<file path="src/rtl/ugl_pkg.sv">
// Shared types and constants for the Unicode to GBK lookup block.
`timescale 1ns / 1ps

package ugl_pkg;

  // Width of a code point and of a GBK code
  localparam int CODE_W = 16;

  // Item modes
  localparam logic MODE_WRITE  = 1'b0;
  localparam logic MODE_LOOKUP = 1'b1;

  // GBK code returned on a miss
  localparam logic [CODE_W-1:0] MISS_CODE = 16'h0000;

  // One table entry: code point in the upper half, GBK code in the lower half
  typedef struct packed {
    logic [CODE_W-1:0] unicode;
    logic [CODE_W-1:0] gbk;
  } entry_t;

  // Search sequencer states
  typedef enum logic [1:0] {
    ST_IDLE,
    ST_PROBE,
    ST_COMPARE
  } state_t;

endpackage

</file>
<file path="src/rtl/ugl_search.sv">
// Request decode and binary search sequencer over the table memory.
`timescale 1ns / 1ps

module ugl_search import ugl_pkg::*; #(
  parameter int TABLE_DEPTH = 32768,
  parameter int AW          = 15,
  parameter int CW          = 16
) (
  input  logic              clk,
  input  logic              rst,
  input  logic              start,
  input  logic              mode,
  input  logic [14:0]       entry_index,
  input  logic [CODE_W-1:0] entry_unicode,
  input  logic [CODE_W-1:0] entry_gbk,
  input  logic [CODE_W-1:0] search_key,
  input  logic [CODE_W-1:0] entries_used,
  output logic              busy,
  output logic              mem_we,
  output logic [AW-1:0]     mem_waddr,
  output entry_t            mem_wdata,
  output logic              mem_re,
  output logic [AW-1:0]     mem_raddr,
  input  entry_t            mem_rdata,
  output logic              result_valid,
  output logic [CODE_W-1:0] gbk_code,
  output logic              found
);

  localparam logic [CODE_W:0] DEPTH_X = (CODE_W + 1)'(TABLE_DEPTH);

  state_t state, state_next;

  logic [CODE_W-1:0] key;
  logic [CW-1:0]     left;   // lowest candidate
  logic [CW-1:0]     rend;   // one past highest candidate
  logic [AW-1:0]     mid;

  logic          lookup_req;
  logic          write_req;
  logic          window_open;
  logic [CW:0]   mid_sum;
  logic [AW-1:0] mid_calc;
  logic [CW-1:0] n_sat;
  logic          hit;
  logic          key_below;
  logic          emit;
  logic          emit_found;
  logic [CODE_W-1:0] emit_code;

  // Request decode
  assign lookup_req = start && (state == ST_IDLE) && (mode == MODE_LOOKUP);
  assign write_req  = start && (state == ST_IDLE) && (mode == MODE_WRITE)
                      && ({2'b00, entry_index} < DEPTH_X);

  // Window size, saturated to the table depth
  assign n_sat = ({1'b0, entries_used} > DEPTH_X) ? CW'(TABLE_DEPTH) : CW'(entries_used);

  // Midpoint of the inclusive window, rounded down
  assign window_open = left < rend;
  assign mid_sum     = {1'b0, left} + {1'b0, rend} - (CW + 1)'(1);
  assign mid_calc    = AW'(mid_sum >> 1);

  // Compare of the probed entry
  assign hit       = (mem_rdata.unicode == key);
  assign key_below = (key < mem_rdata.unicode);

  // Next state
  always_comb begin
    state_next = state;
    case (state)
      ST_IDLE: begin
        if (lookup_req) state_next = ST_PROBE;
      end
      ST_PROBE: begin
        state_next = window_open ? ST_COMPARE : ST_IDLE;
      end
      ST_COMPARE: begin
        state_next = hit ? ST_IDLE : ST_PROBE;
      end
      default: state_next = ST_IDLE;
    endcase
  end

  // Outputs of the sequencer
  always_comb begin
    busy       = 1'b1;
    mem_we     = 1'b0;
    mem_re     = 1'b0;
    emit       = 1'b0;
    emit_found = 1'b0;
    emit_code  = MISS_CODE;
    case (state)
      ST_IDLE: begin
        busy   = 1'b0;
        mem_we = write_req;
      end
      ST_PROBE: begin
        mem_re = window_open;
        emit   = !window_open;
      end
      ST_COMPARE: begin
        if (hit) begin
          emit       = 1'b1;
          emit_found = 1'b1;
          emit_code  = mem_rdata.gbk;
        end
      end
      default: begin
        busy = 1'b0;
      end
    endcase
  end

  // Memory addressing
  assign mem_waddr         = AW'({1'b0, entry_index});
  assign mem_wdata.unicode = entry_unicode;
  assign mem_wdata.gbk     = entry_gbk;
  assign mem_raddr         = mid_calc;

  // State register
  always_ff @(posedge clk) begin
    if (rst) begin
      state <= ST_IDLE;
    end else begin
      state <= state_next;
    end
  end

  // Search window
  always_ff @(posedge clk) begin
    case (state)
      ST_IDLE: begin
        if (lookup_req) begin
          key  <= search_key;
          left <= '0;
          rend <= n_sat;
        end
      end
      ST_PROBE: begin
        mid <= mid_calc;
      end
      ST_COMPARE: begin
        if (!hit) begin
          if (key_below) begin
            rend <= CW'(mid);
          end else begin
            left <= CW'(mid) + CW'(1);
          end
        end
      end
      default: ;
    endcase
  end

  // Result strobe
  always_ff @(posedge clk) begin
    if (rst) begin
      result_valid <= 1'b0;
    end else begin
      result_valid <= emit;
    end
  end

  // Result payload
  always_ff @(posedge clk) begin
    if (emit) begin
      gbk_code <= emit_code;
      found    <= emit_found;
    end
  end

endmodule

</file>
<file path="config.mk">
export PLATFORM = sky130hd
export DESIGN_NAME = ugl_search
export DESIGN_NICKNAME = d
export VERILOG_FILES = /design/src/rtl/ugl_pkg.sv /design/src/rtl/ugl_search.sv
export SDC_FILE = /design/constraint.sdc
export NUM_CORES = 1
export LEC_CHECK = 0
export BUFFER_PORTS_ARGS = -buffer_cell sky130_fd_sc_hd__buf_2
export CAP_MARGIN = 20
export CORE_ASPECT_RATIO = 0.6
export CORE_MARGIN = 10
export CORE_UTILIZATION = 30
export DETAILED_ROUTE_END_ITERATION = 10
export SLEW_MARGIN = 40
export SYNTH_ARGS = -nofsm -noshare
export SYNTH_HDL_FRONTEND = slang
export SYNTH_SLANG_ARGS = --single-unit
export TNS_END_PERCENT = 10
</file>
<file path="constraint.sdc">
create_clock -name clk -period 4.7 [get_ports clk]
set_input_delay 0.47 -clock clk [delete_from_list [all_inputs] [get_ports clk]]
set_output_delay 0.47 -clock clk [all_outputs]
set_load 0.01 [all_outputs]
</file>
Word level (Yosys, flattened, before mapping)
Cells that the tools add are included.

Add/sub/neg operators: 3. Multipliers: 0. Div/mod/pow operators: 0. Magnitude comparators: 3. Eq/ne operators: 7. Shift-type cells: 0. Muxes and demuxes: 18. Bitwise logic cells: 1. Reduce and logical (&&, ||, !) cells: 11.

Operator list (count): $mux 16 (7); $pmux 16 s2 (2); $lt 16x16->1 (2); $add 15x1->16 const B (1); $add 16x16->16 (1); $eq 16x16->1 (1); $gt 16x16->1 const B (1); $sub 16x1->16 const B (1); $ne 2x2->1 const B (4); $reduce_and 4->1 (2); $pmux 2 s3 (1); $mux 1 (5); $mux 2 (2); $reduce_and 2->1 (2); $logic_and 1x1->1 (3); $eq 2x1->1 const B (1); $eq 2x2->1 const B (1); $logic_not 2->1 (1); $pmux 1 s2 (1); $reduce_bool 2->1 (1); $reduce_or 2->1 (1); $logic_not 1->1 (1); $not 1->1 (1).

Bits in registers: 83. Latch bits: 0. Memory bits (writable): 0. ROM bits: 0. Input bits: 115. Output and inout port bits: 83. Word-level logic and storage cells: 51. Memories: 0.

Longest topological paths before layout
Gate-level depths: netlist of the first run.

Word-level depth: 5. Depth in mapped cells: 11. Gate-level depth less buffers: 11.

Least setup slack after synthesis of the first run
Ideal clock, no wire load.

Kind: reg-to-reg. From: reg state[0]. To: reg left[0], enable pin. Setup time: 419 ps. Arrival time: 2844 ps. Data required time: 4281 ps. Setup slack: 1437 ps. Stages on the path, launching flop included: 7. Buffers on the path: 1. Period minus slack after synthesis: 3263 ps. Cell sequence: dfxtp_1 inv_1 ha_1 and3_1 clkbuf_1 a21oi_1 a311oi_1.

Cells in the longest elaborated chain, start to end: 5. Elaborated cells on any way between the ends: 9. Those cells by class: eq/ne (4); reduce/logical (5).

RTL lines: from (decl) (line ugl_search.sv:32) `state_t state, state_next;`; from (signal assigned) (line ugl_search.sv:126) `state <= state_next;`; $logic_not 2->1 (line ugl_search.sv:52, ugl_search.sv:132); $logic_and 1x1->1 (2 in series) (line ugl_search.sv:52) `assign lookup_req = start && (state == ST_IDLE) && (mode == MODE_LOOKUP);`; $ne 2x2->1 (no line); $reduce_and 4->1 (no line) (*); to (signal assigned) (line ugl_search.sv:148) `left <= CW'(mid) + CW'(1);`; to (decl) (line ugl_search.sv:35) `logic [CW-1:0] left;`.

Mark *: on every way between the ends. The rest lies on a longest branch, timed or not. A chain may end at the register's enable or synchronous reset.

Final worst setup path of the first run
From: reg left[5]. To: out mem_raddr[14].

Cells in the longest elaborated chain, start to end: 2.

RTL lines: $add 16x16->16 (line ugl_search.sv:61) `assign mid_sum = {1'b0, left} + {1'b0, rend} - (CW + 1)'(1);`; $sub 16x1->16 (line ugl_search.sv:61); to (decl) (line ugl_search.sv:23) `output logic [AW-1:0] mem_raddr,`.

No other way between the ends.

==> impl_metrics.toml, run 1 <==
[run_status]
status = "finished, final reports clean"

[placed_design]
dp.cells = 829
hpwl_mm = 11.68
io_buffers = 103
place_ws_ps = 1544
place.gp.congestion = 0.8312

[timing]
rsz0062_at_grt = "false"
layout_min_cycle_time_ps = 3510
finalHoldViolCount = 0
holdWs_ps = 293.0
fin_ws_ps = 1190
min_period_over_period_pct = 74.68
setup_viol = 0
maxSlewViolCount = 0
relSlewSlack_pct = 43.89
fin_tns_setup_ps = 0
max_freq_ghz = 0.2849
worst_pin_slew_ps = 841.6
finalClockSkew_ps = 10.84

[synth]
synth_ff_type = "edfxtp_1"
synthArstFlopShare_pct = 0
seq_area_frac_synth_pct = 44.59
synth.top_cell.area_share_pct = 43.50
synth_nets = 717
synth_area_leaders = "edfxtp_1, ha_1, buf_4, inv_1, and3_1"
synthCells = 537
syn_area_per_cell_um2 = 10.28
synth.distinct_cells = 57
synth_area_mm2 = 0.005523
synth_top_area_cell = "edfxtp_1"
synth_edf_count = 80
ys_ff_latch = 83
yosysWarnings = 0

[drt]
firstDrtPassIters = 4
wirelength_mm = 15.05
wl_per_cell_um = 17.76
drc = 0
drt_iter0_markers = 311
antenna_left = 0
vias_per_cell = 4.843
vias = 4102

[clock_tree]
cts_resized = 0
cts_max_level = 3
clock_latency_ps = 350
cts_num_sinks = 83
cts_root_buffer = "clkbuf_16"
clk_pin_slew_ps = 70
postCtsSetupBuffers = 0
cts_buffer_depth = 2
cts_tree = "done"
postCtsHoldBufs = 0
cts_buffers = 9

[die]
start_util_pct = 30.57
rows = 38
die_h_um = 125.1
core_mm2 = 0.01807
dieWidth_um = 195.2
die_area_mm2 = 0.02442
ios = 198

[global_routing]
overflow = 0
grt_antenna_before_repair = 2
grt_pass1_vias = 4134
grt_pass1_wl_mm = 23.23
grt_usage_pct = 12.08
grt_max_degree = 38

[final_layout]
seqCellArea_mm2 = 0.002462
fillCellCount = 1882
final_cells = 847
syn_to_final_growth_pct = 14.66
multi_input_area_mm2 = 0.002375
drive_gt1_share_pct = 22.48
nets = 780

[setup_path]
required_ps = 4230
cpMaxStageDelayCell = "o41ai_1"
r2r-end = "found$_SDFFCE_PN0P_"
worst-path-stages = 10
cp.arrival_ps = 3040
end_kind = "primary output"
max_stage_delay_ps = 580
worstSetupPathType = "reg2out"
r2r-start = "rend[13]$_DFFE_PP_"
critical-path-top-delay-family = "compound AO/OA/AOI/OAI gates"
critPathLaunchType = "flop"
reg2regPathDepth = 8
cp_cell_sequence = "inv_1 -> ha_1 -> inv_1 -> ha_1 -> a21o_1 -> and2_1 -> o41ai_1 -> a211oi_1 -> nand4b_1 -> buf_2"
path_buf_inv = 3
rrSetupSlack_ps = 1830
critPathMaxFanout = 6

[min_path]
min_from = "search_key[0]"
holdPathStages = 1
min_to = "key[0]$_DFFE_PP_"
hold_class = "in2reg"

[flow_run]
drv_cap = 0

[pwr]
cellPowerDensity_mw_per_mm2 = 365.3
vdd_drop_max_mv = 0.2040
p_leak_nw = 2.806
## cell usage after synthesis (all sizes together) (3+ instances only)
cell type,instances
and3,21
xor2,12
a22o,11
xnor2,8
buf,48
nand4,12
dfxtp,3
o21ai,17
nor4,6
a21oi,22
or3,4
o31ai,5
o21a,4
or2,3
nor3,9
a211oi,4
nor2b,7
edfxtp,80
nand3,10
and2,4
ha,64
or4,4
a21o,4
nand2,25
nor2,31
inv,83
clkbuf,9
## registers in the layout, indices dropped and copies added (netlist names)
signal	flops
state	2
found	1
mid	15
result_valid	1
gbk_code	16
left	16
key	16
rend	16
## through the flow
step / total power [mW] / util [%] / instance area, um^2
4_1_cts: 2.334 / 35.02 / 6327
5_1_grt: 2.427 / 35.03 / 6330
3_5_place_dp: 1.536 / 33.26 / 6010
6_report: 2.313 / 35.05 / 6332
3_3_place_gp: 1.530 / 33.21 / 6000
2_1_floorplan: 1.340 / - / 5523
## layer usage
metal / GRT usage, % / part of all wire [%] / wire, um / vias to the layer above
li1: - / - / - / 1971
met1: 17.92 / 51 / 7727 / 1923
met2: 15.10 / 36 / 5474 / 195
met3: 5.338 / 11 / 1703 / 13
met4: 3.041 / 0.93 / 140 / 0
met5: 0 / 0 / 0 / -
## kinds of logic after synthesis
kind of cell,synth area share (%)
simple gates,14.20
buf+inv,12.71
compound gates,10.29
flops,44.59
fa+ha+maj,14.86
xor+xnor,3.172
mux,0.1812
## area by class of cell
class | instances | share of cell area (%)
clock inverter | 6 | 1.403
antenna | 2 | 0.07904
inverter | 83 | 4.920
multi-input combinational | 314 | 37.50
timing repair buffer | 109 | 8.852
sequential | 83 | 38.89
clock buffer | 10 | 3.616
tap | 240 | 4.742
## power by group
| group | switching (mW) | internal, mW |
|---|---|---|
| Clock | 0.322 | 0.468 |
| Combinational | 0.371 | 0.235 |
| Sequential | 0.0347 | 0.884 |
## layout by cell type (no fill, tap or decap), types with 6 or more instances in the layout
cell	n
inv_1	83
ha_1	63
o21ai_0	16
clkbuf_16	9
nor3_1	9
nand2_1	25
a22o_1	11
nor2b_1	7
buf_2	103
nor2_1	31
buf_4	6
edfxtp_1	80
nand3_1	10
and3_1	21
xor2_1	12
nand4_1	11
a21oi_1	21
xnor2_1	8
## worst max path at each step
stage / from / endpoint / slack [ps]
3_5_place_dp: left[5]$_SDFFCE_PN0P_ / mem_raddr[14] / 1540
6_report: left[5]$_SDFFCE_PN0P_ / mem_raddr[14] / 1190
3_3_place_gp: left[1]$_SDFFCE_PN0P_ / mem_raddr[12] / 1620
4_1_cts: left[5]$_SDFFCE_PN0P_ / mem_raddr[14] / 1180
2_1_floorplan: state[0]$_SDFFE_PP0N_ / left[0]$_SDFFCE_PN0P_ / 1440
5_1_grt: left[1]$_SDFFCE_PN0P_ / mem_raddr[12] / 1030
(Power assumes the default switching activity.)
==> inputs of run 2 (changes only) <==
--- a/config.mk
+++ b/config.mk
@@ -5,6 +5,7 @@
 export SDC_FILE = /design/constraint.sdc
 export NUM_CORES = 1
 export LEC_CHECK = 0
+export ABC_AREA = 1
 export BUFFER_PORTS_ARGS = -buffer_cell sky130_fd_sc_hd__buf_2
 export CAP_MARGIN = 20
 export CORE_ASPECT_RATIO = 0.6
==> constraint.sdc (replaced) <==
create_clock -name clk -period 3 [get_ports clk]
set_input_delay 0.3 -clock clk [delete_from_list [all_inputs] [get_ports clk]]
set_output_delay 0.3 -clock clk [all_outputs]
set_load 0.01 [all_outputs]
==> run 2 against run 1 <==
Flip-flop and latch count stayed put. Critical endpoint is now mem_raddr[10]. Register-to-register slack worse by 1300 ps. Sequential power is 140% higher. Cell count is 8.9% higher. Clock skew is 2.2 ps higher. Via count is 0.68% lower. Die area is 0.63% higher.
==> impl_metrics.toml, run 2 <==
[setup_path]
cpMaxStageDelayCell = "fa_2"
cp_cell_sequence = "inv_2 -> ha_4 -> inv_4 -> ha_4 -> inv_1 -> fa_2 -> o21ai_2 -> nand3_2 -> nand2_2 -> nand2_2 -> nand2_2 -> nand2_2 -> a21o_1 -> nand2_2 -> buf_6"
end_kind = "primary output"
crit_start = "rend[1]$_DFFE_PP_"
critPathLaunchType = "flop"
cp-endpoint = "mem_raddr[10]"
crit_path_frequent_cell = "nand2_2"
critical-path-top-delay-family = "adder cells"
path_buf_inv = 4
cp.arrival_ps = 2610
worstSetupPathType = "reg2out"
critPathMaxFanout = 3
r2r-end = "gbk_code[0]$_SDFFCE_PN0P_"
worst-path-stages = 15
required_ps = 2700
r2r-start = "rend[15]$_SDFFCE_PP0P_"
max_stage_delay_ps = 400
rrSetupSlack_ps = 530
reg2regPathDepth = 12

[global_routing]
grt_antenna_before_repair = 0
overflow = 0
grt_usage_pct = 11.95
grt_max_degree = 23
grt_pass1_wl_mm = 23.20
grt_pass1_vias = 4299

[die]
core_mm2 = 0.01811
die_h_um = 125.5
dieWidth_um = 195.8
die_area_mm2 = 0.02457
rows = 38
start_util_pct = 30.71
ios = 198

[synth]
synthArstFlopShare_pct = 0
synth.distinct_cells = 41
yosysWarnings = 0
synth_most_common_cell = "inv_1"
synth_area_leaders = "edfxtp_1, ha_1, inv_1, buf_4, nand2_1"
synth_top_area_cell = "edfxtp_1"
ys_ff_latch = 83
synth_edf_count = 80
synthCells = 605
synth.top_cell.area_share_pct = 43.18
synth_nets = 785
syn_area_per_cell_um2 = 9.195
synthTopCellsByCount = "inv_1, edfxtp_1, nand2_1, ha_1, nor2_1"
seq_area_frac_synth_pct = 44.26
synth_ff_type = "edfxtp_1"
synth_area_mm2 = 0.005563

[clock_tree]
cts_buffers = 9
clock_latency_ps = 350
postCtsHoldBufs = 0
cts_buffer_depth = 2
clk_pin_slew_ps = 70
cts_tree = "done"
cts_max_level = 3
cts_root_buffer = "clkbuf_16"
cts_num_sinks = 83

[final_layout]
final_cell_mix = "inv_1, buf_2, edfxtp_1"
drive_gt1_share_pct = 25.81
syn_to_final_growth_pct = 16.73
final_common_cell = "inv_1"
fillCellCount = 1864
antennaDiodeCount = 0
nets = 858
finish.utilization_pct = 35.85

[timing]
min_period_over_period_pct = 96.98
holdWs_ps = 118.6
finalHoldViolCount = 0
maxSlewViolCount = 0
relSlewSlack_pct = 61.22
rsz0062_at_grt = "true"
max_freq_ghz = 0.3437
setup_viol = 0
layout_min_cycle_time_ps = 2909
worst_pin_slew_ps = 581.7
finalClockSkew_ps = 12.99

[pwr]
p_leak_nw = 3.061
cellPowerDensity_mw_per_mm2 = 1425
p_total_mw = 9.255
vdd_drop_max_mv = 0.4983

[flow_run]
drv_cap = 0

[drt]
antenna_left = 0
vias_per_cell = 4.419
firstDrtPassIters = 5
vias = 4074
drt_iter0_markers = 223
wl_per_cell_um = 15.54
wirelength_mm = 14.33
drc = 0

[run_status]
status = "finished, final reports clean"

[placed_design]
place.gp.congestion = 0.8680
hpwl_mm = 11.38
io_buffers = 103

[min_path]
hold_class = "in2reg"
## run 2: kinds of logic after synthesis
group                      after synthesis  synth area share (%)
buffers and inverters                  184                 15.77
xor gates and xnor gates                13                 2.047
AOI/OAI and AO/OA                       73                 7.085
adders and majority gates               65                 14.75
and+or+nand+nor                        187                 16.08
DFF                                     83                 44.26
## run 2: repair_timing
action,4_1_cts,5_1_grt
endpoints found under the setup margin,5,9
setup buffers,1,4
pin swaps,1,7
hold endpoints to repair,0,0
resized for setup,3,26
gates cloned,0,0
## run 2: how the worst min path moves through the flow
| stage | depth (start not counted) | slack (ps) | start | endpoint |
|---|---|---|---|---|
| finish | 1 | 120 | search_key[11] | key[11]$_DFFE_PP_ |
| detailed placement | 1 | 480 | search_key[11] | key[11]$_DFFE_PP_ |
| global placement | 1 | 480 | search_key[7] | key[7]$_DFFE_PP_ |
| CTS | 1 | 100 | search_key[6] | key[6]$_DFFE_PP_ |
| floorplan | 1 | 370 | rst | state[0]$_SDFFE_PP0N_ |
| global route | 1 | 100 | search_key[7] | key[7]$_DFFE_PP_ |
## run 2: per-stage QoR
step | cells | setup slack [ps] | setup TNS (ps) | cell area [um^2]
3_3_place_gp | 902 | 285.9 | 0 | 6050
6_report | 922 | 90.58 | 0 | 6494
2_1_floorplan | 605 | 40.42 | 0 | 5563
5_1_grt | 922 | -57.17 | -285.4 | 6494
4_1_cts | 918 | 10.65 | 0 | 6350
3_5_place_dp | 902 | 248.7 | 0 | 6050
## run 2: per-layer routing
metal	vias up	share of wire, %	GRT usage [%]
met5	-	0	0
met4	0	0.57	2.818
met3	6	12	5.978
met2	174	35	14.51
met1	1835	52	17.69
li1	2059	-	-
## run 2: final cells by class
| cell class | instances | area (um^2) | area share (%) |
|---|---|---|---|
| sequential | 83 | 2462 | 37.92 |
| multi-input combinational | 338 | 2336 | 35.97 |
| timing repair buffer | 116 | 625.6 | 9.634 |
| inverter | 130 | 490.5 | 7.553 |
| tap | 240 | 300.3 | 4.624 |
| clock buffer | 9 | 225.2 | 3.468 |
| clock inverter | 6 | 53.80 | 0.8285 |
## run 2: where the power goes
part           leakage [nW]  switching, mW  internal (mW)
Sequential            0.762          0.241           2.00
Combinational          2.16           3.69           2.24
Clock                 0.135          0.510          0.575
==> inputs of run 3 (changes only) <==
--- a/config.mk
+++ b/config.mk
@@ -10,8 +10,9 @@
 export CAP_MARGIN = 20
 export CORE_ASPECT_RATIO = 0.6
 export CORE_MARGIN = 10
-export CORE_UTILIZATION = 30
+export CORE_UTILIZATION = 46
 export DETAILED_ROUTE_END_ITERATION = 10
+export PLACE_DENSITY = 0.78
 export SLEW_MARGIN = 40
 export SYNTH_ARGS = -nofsm -noshare
 export SYNTH_HDL_FRONTEND = slang
==> constraint.sdc (replaced) <==
create_clock -name clk -period 3 [get_ports clk]
set_input_delay 0.3 -clock clk [delete_from_list [all_inputs] [get_ports clk]]
set_output_delay 0.3 -clock clk [all_outputs]
set_load 0.05 [all_outputs]
==> run 3 against run 2 <==
Via count up 1.7%. Cell count down 9.0%. Worst setup slack better by 1.9 ps. Maximum frequency about the same.
==> impl_metrics.toml, run 3 (same netlist as run 2, synthesis figures left out) <==
[run_status]
status = "finished, final reports clean"

[final_layout]
syn_to_final_growth_pct = 14.91
antennaDiodeCount = 0
drive_gt1_share_pct = 25.18
final_cell_mix = "inv_1, buf_2, edfxtp_1"
final_common_cell = "inv_1"
finish.utilization_pct = 55.29
fillCellCount = 1015
multi_input_area_mm2 = 0.002313
nets = 854
seqCellArea_mm2 = 0.002462

[setup_path]
required_ps = 2700
end_kind = "primary output"
critPathMaxFanout = 3
cp.arrival_ps = 2610
worstSetupPathType = "reg2out"
critPathLaunchType = "flop"

[drt]
vias = 4144
firstDrtPassIters = 6
wl_per_cell_um = 15.83
drt_iter0_markers = 224
wirelength_mm = 13.28
antenna_left = 0
drc = 0
vias_per_cell = 4.939

[min_path]
hold_class = "in2reg"

[clock_tree]
cts_buffer_depth = 2
cts_buffers = 9
cts_tree = "done"
cts_num_sinks = 83
clock_latency_ps = 340
clk_pin_slew_ps = 70
cts_max_level = 3
cts_root_buffer = "clkbuf_16"

[global_routing]
overflow = 0
grtUsageMet3_pct = 7.759
grt_usage_pct = 15.52
grt_max_degree = 35
grt_busiest_layer = "met2"
grt_antenna_before_repair = 0
grt_pass1_wl_mm = 21.05
grtUsageMet2_pct = 21.87
grt_use_met1_pct = 20.39
grt_pass1_vias = 4165

[flow_run]
drv_cap = 0

[timing]
rsz0062_at_grt = "true"
finalClockSkew_ps = 11.31
fin_tns_setup_ps = 0
max_freq_ghz = 0.3439
layout_min_cycle_time_ps = 2907
min_period_over_period_pct = 96.92
finalHoldViolCount = 0
maxSlewViolCount = 0
worst_pin_slew_ps = 667.9
relSlewSlack_pct = 55.48
setup_viol = 0

[placed_design]
hpwl_mm = 10.66
io_buffers = 103
place.gp.congestion = 0.9092

[die]
ios = 198
core_mm2 = 0.01156
die_h_um = 105.2
rows = 30
die_area_mm2 = 0.01704
start_util_pct = 48.12
dieWidth_um = 162.0
[run 3: cell count changes in the layout (fill, tap and decap cells not counted), moves of 2 or more]
cell | previous run | this run
a21oi_1 | 34 | 32
buf_2 | 101 | 96
ha_4 | 4 | 2
buf_6 | 2 | 4
xor2_1 | 8 | 10
ha_1 | 57 | 59
xor2_2 | 3 | 1
buf_4 | 13 | 10
a21oi_2 | 2 | 4
[run 3: final timing paths]
kind | start | end | slack, ps | cells after the start
min reg2reg | state[0]$_SDFFE_PP0N_ | state[0]$_SDFFE_PP0N_ | 520 | 2
max reg2reg | left[14]$_SDFFCE_PN0P_ | gbk_code[11]$_SDFFCE_PN0P_ | 540 | 12
min | search_key[14] | key[14]$_DFFE_PP_ | 120 | 1
max | rend[1]$_DFFE_PP_ | mem_raddr[10] | 90 | 15
[run 3: metrics by stage]
step / worst slack [ps] / std cells / area [um^2] / hold WS [ps]
final: 92.52 / 839 / 6392 / 123.5
after global routing: -57.63 / 839 / 6392 / 108.2
after CTS: -16.80 / 835 / 6252 / 111.9
after detailed placement: 184.4 / 819 / 5927 / 478.1
after global placement: 258.2 / 819 / 5927 / 476.9
after floorplan: 40.42 / 605 / 5563 / 369.1
[run 3: critical path, cell delays in order (launching register included)]
cell and delay [ps]:
edfxtp_1 390, inv_2 80, ha_1 230, inv_2 80
ha_4 130, inv_2 40, fa_2 380, o21ai_4 190
nand3_2 90, nand2_2 100, nand2_2 50, nand2_2 70
nand2_2 50, a21o_1 160, nand2_2 80, buf_8 150
[run 3: layout make-up]
| class | count | area share (%) |
|---|---|---|
| clock buffer | 9 | 3.523 |
| timing repair buffer | 112 | 9.748 |
| sequential | 83 | 38.52 |
| clock inverter | 7 | 1.253 |
| tap | 160 | 3.132 |
| inverter | 130 | 7.634 |
| multi-input combinational | 338 | 36.19 |
[run 3: timing repair]
| item | in CTS | in global routing |
|---|---|---|
| hold buffers | 0 | 0 |
| setup endpoints to repair | 5 | 9 |
| buffers inserted | 0 | 4 |
| pin swaps | 1 | 8 |
| gates resized for setup | 7 | 31 |
[run 3: per-layer routing]
metal	up-vias	wire [um]
met5	-	0
met2	175	5454
met1	1910	6120
met3	11	1568
met4	0	138
li1	2048	-
Power of run 3 is left out: the tool's default activity adds up to more than one toggle a clock period on the data nets, which glitch-free logic cannot reach.
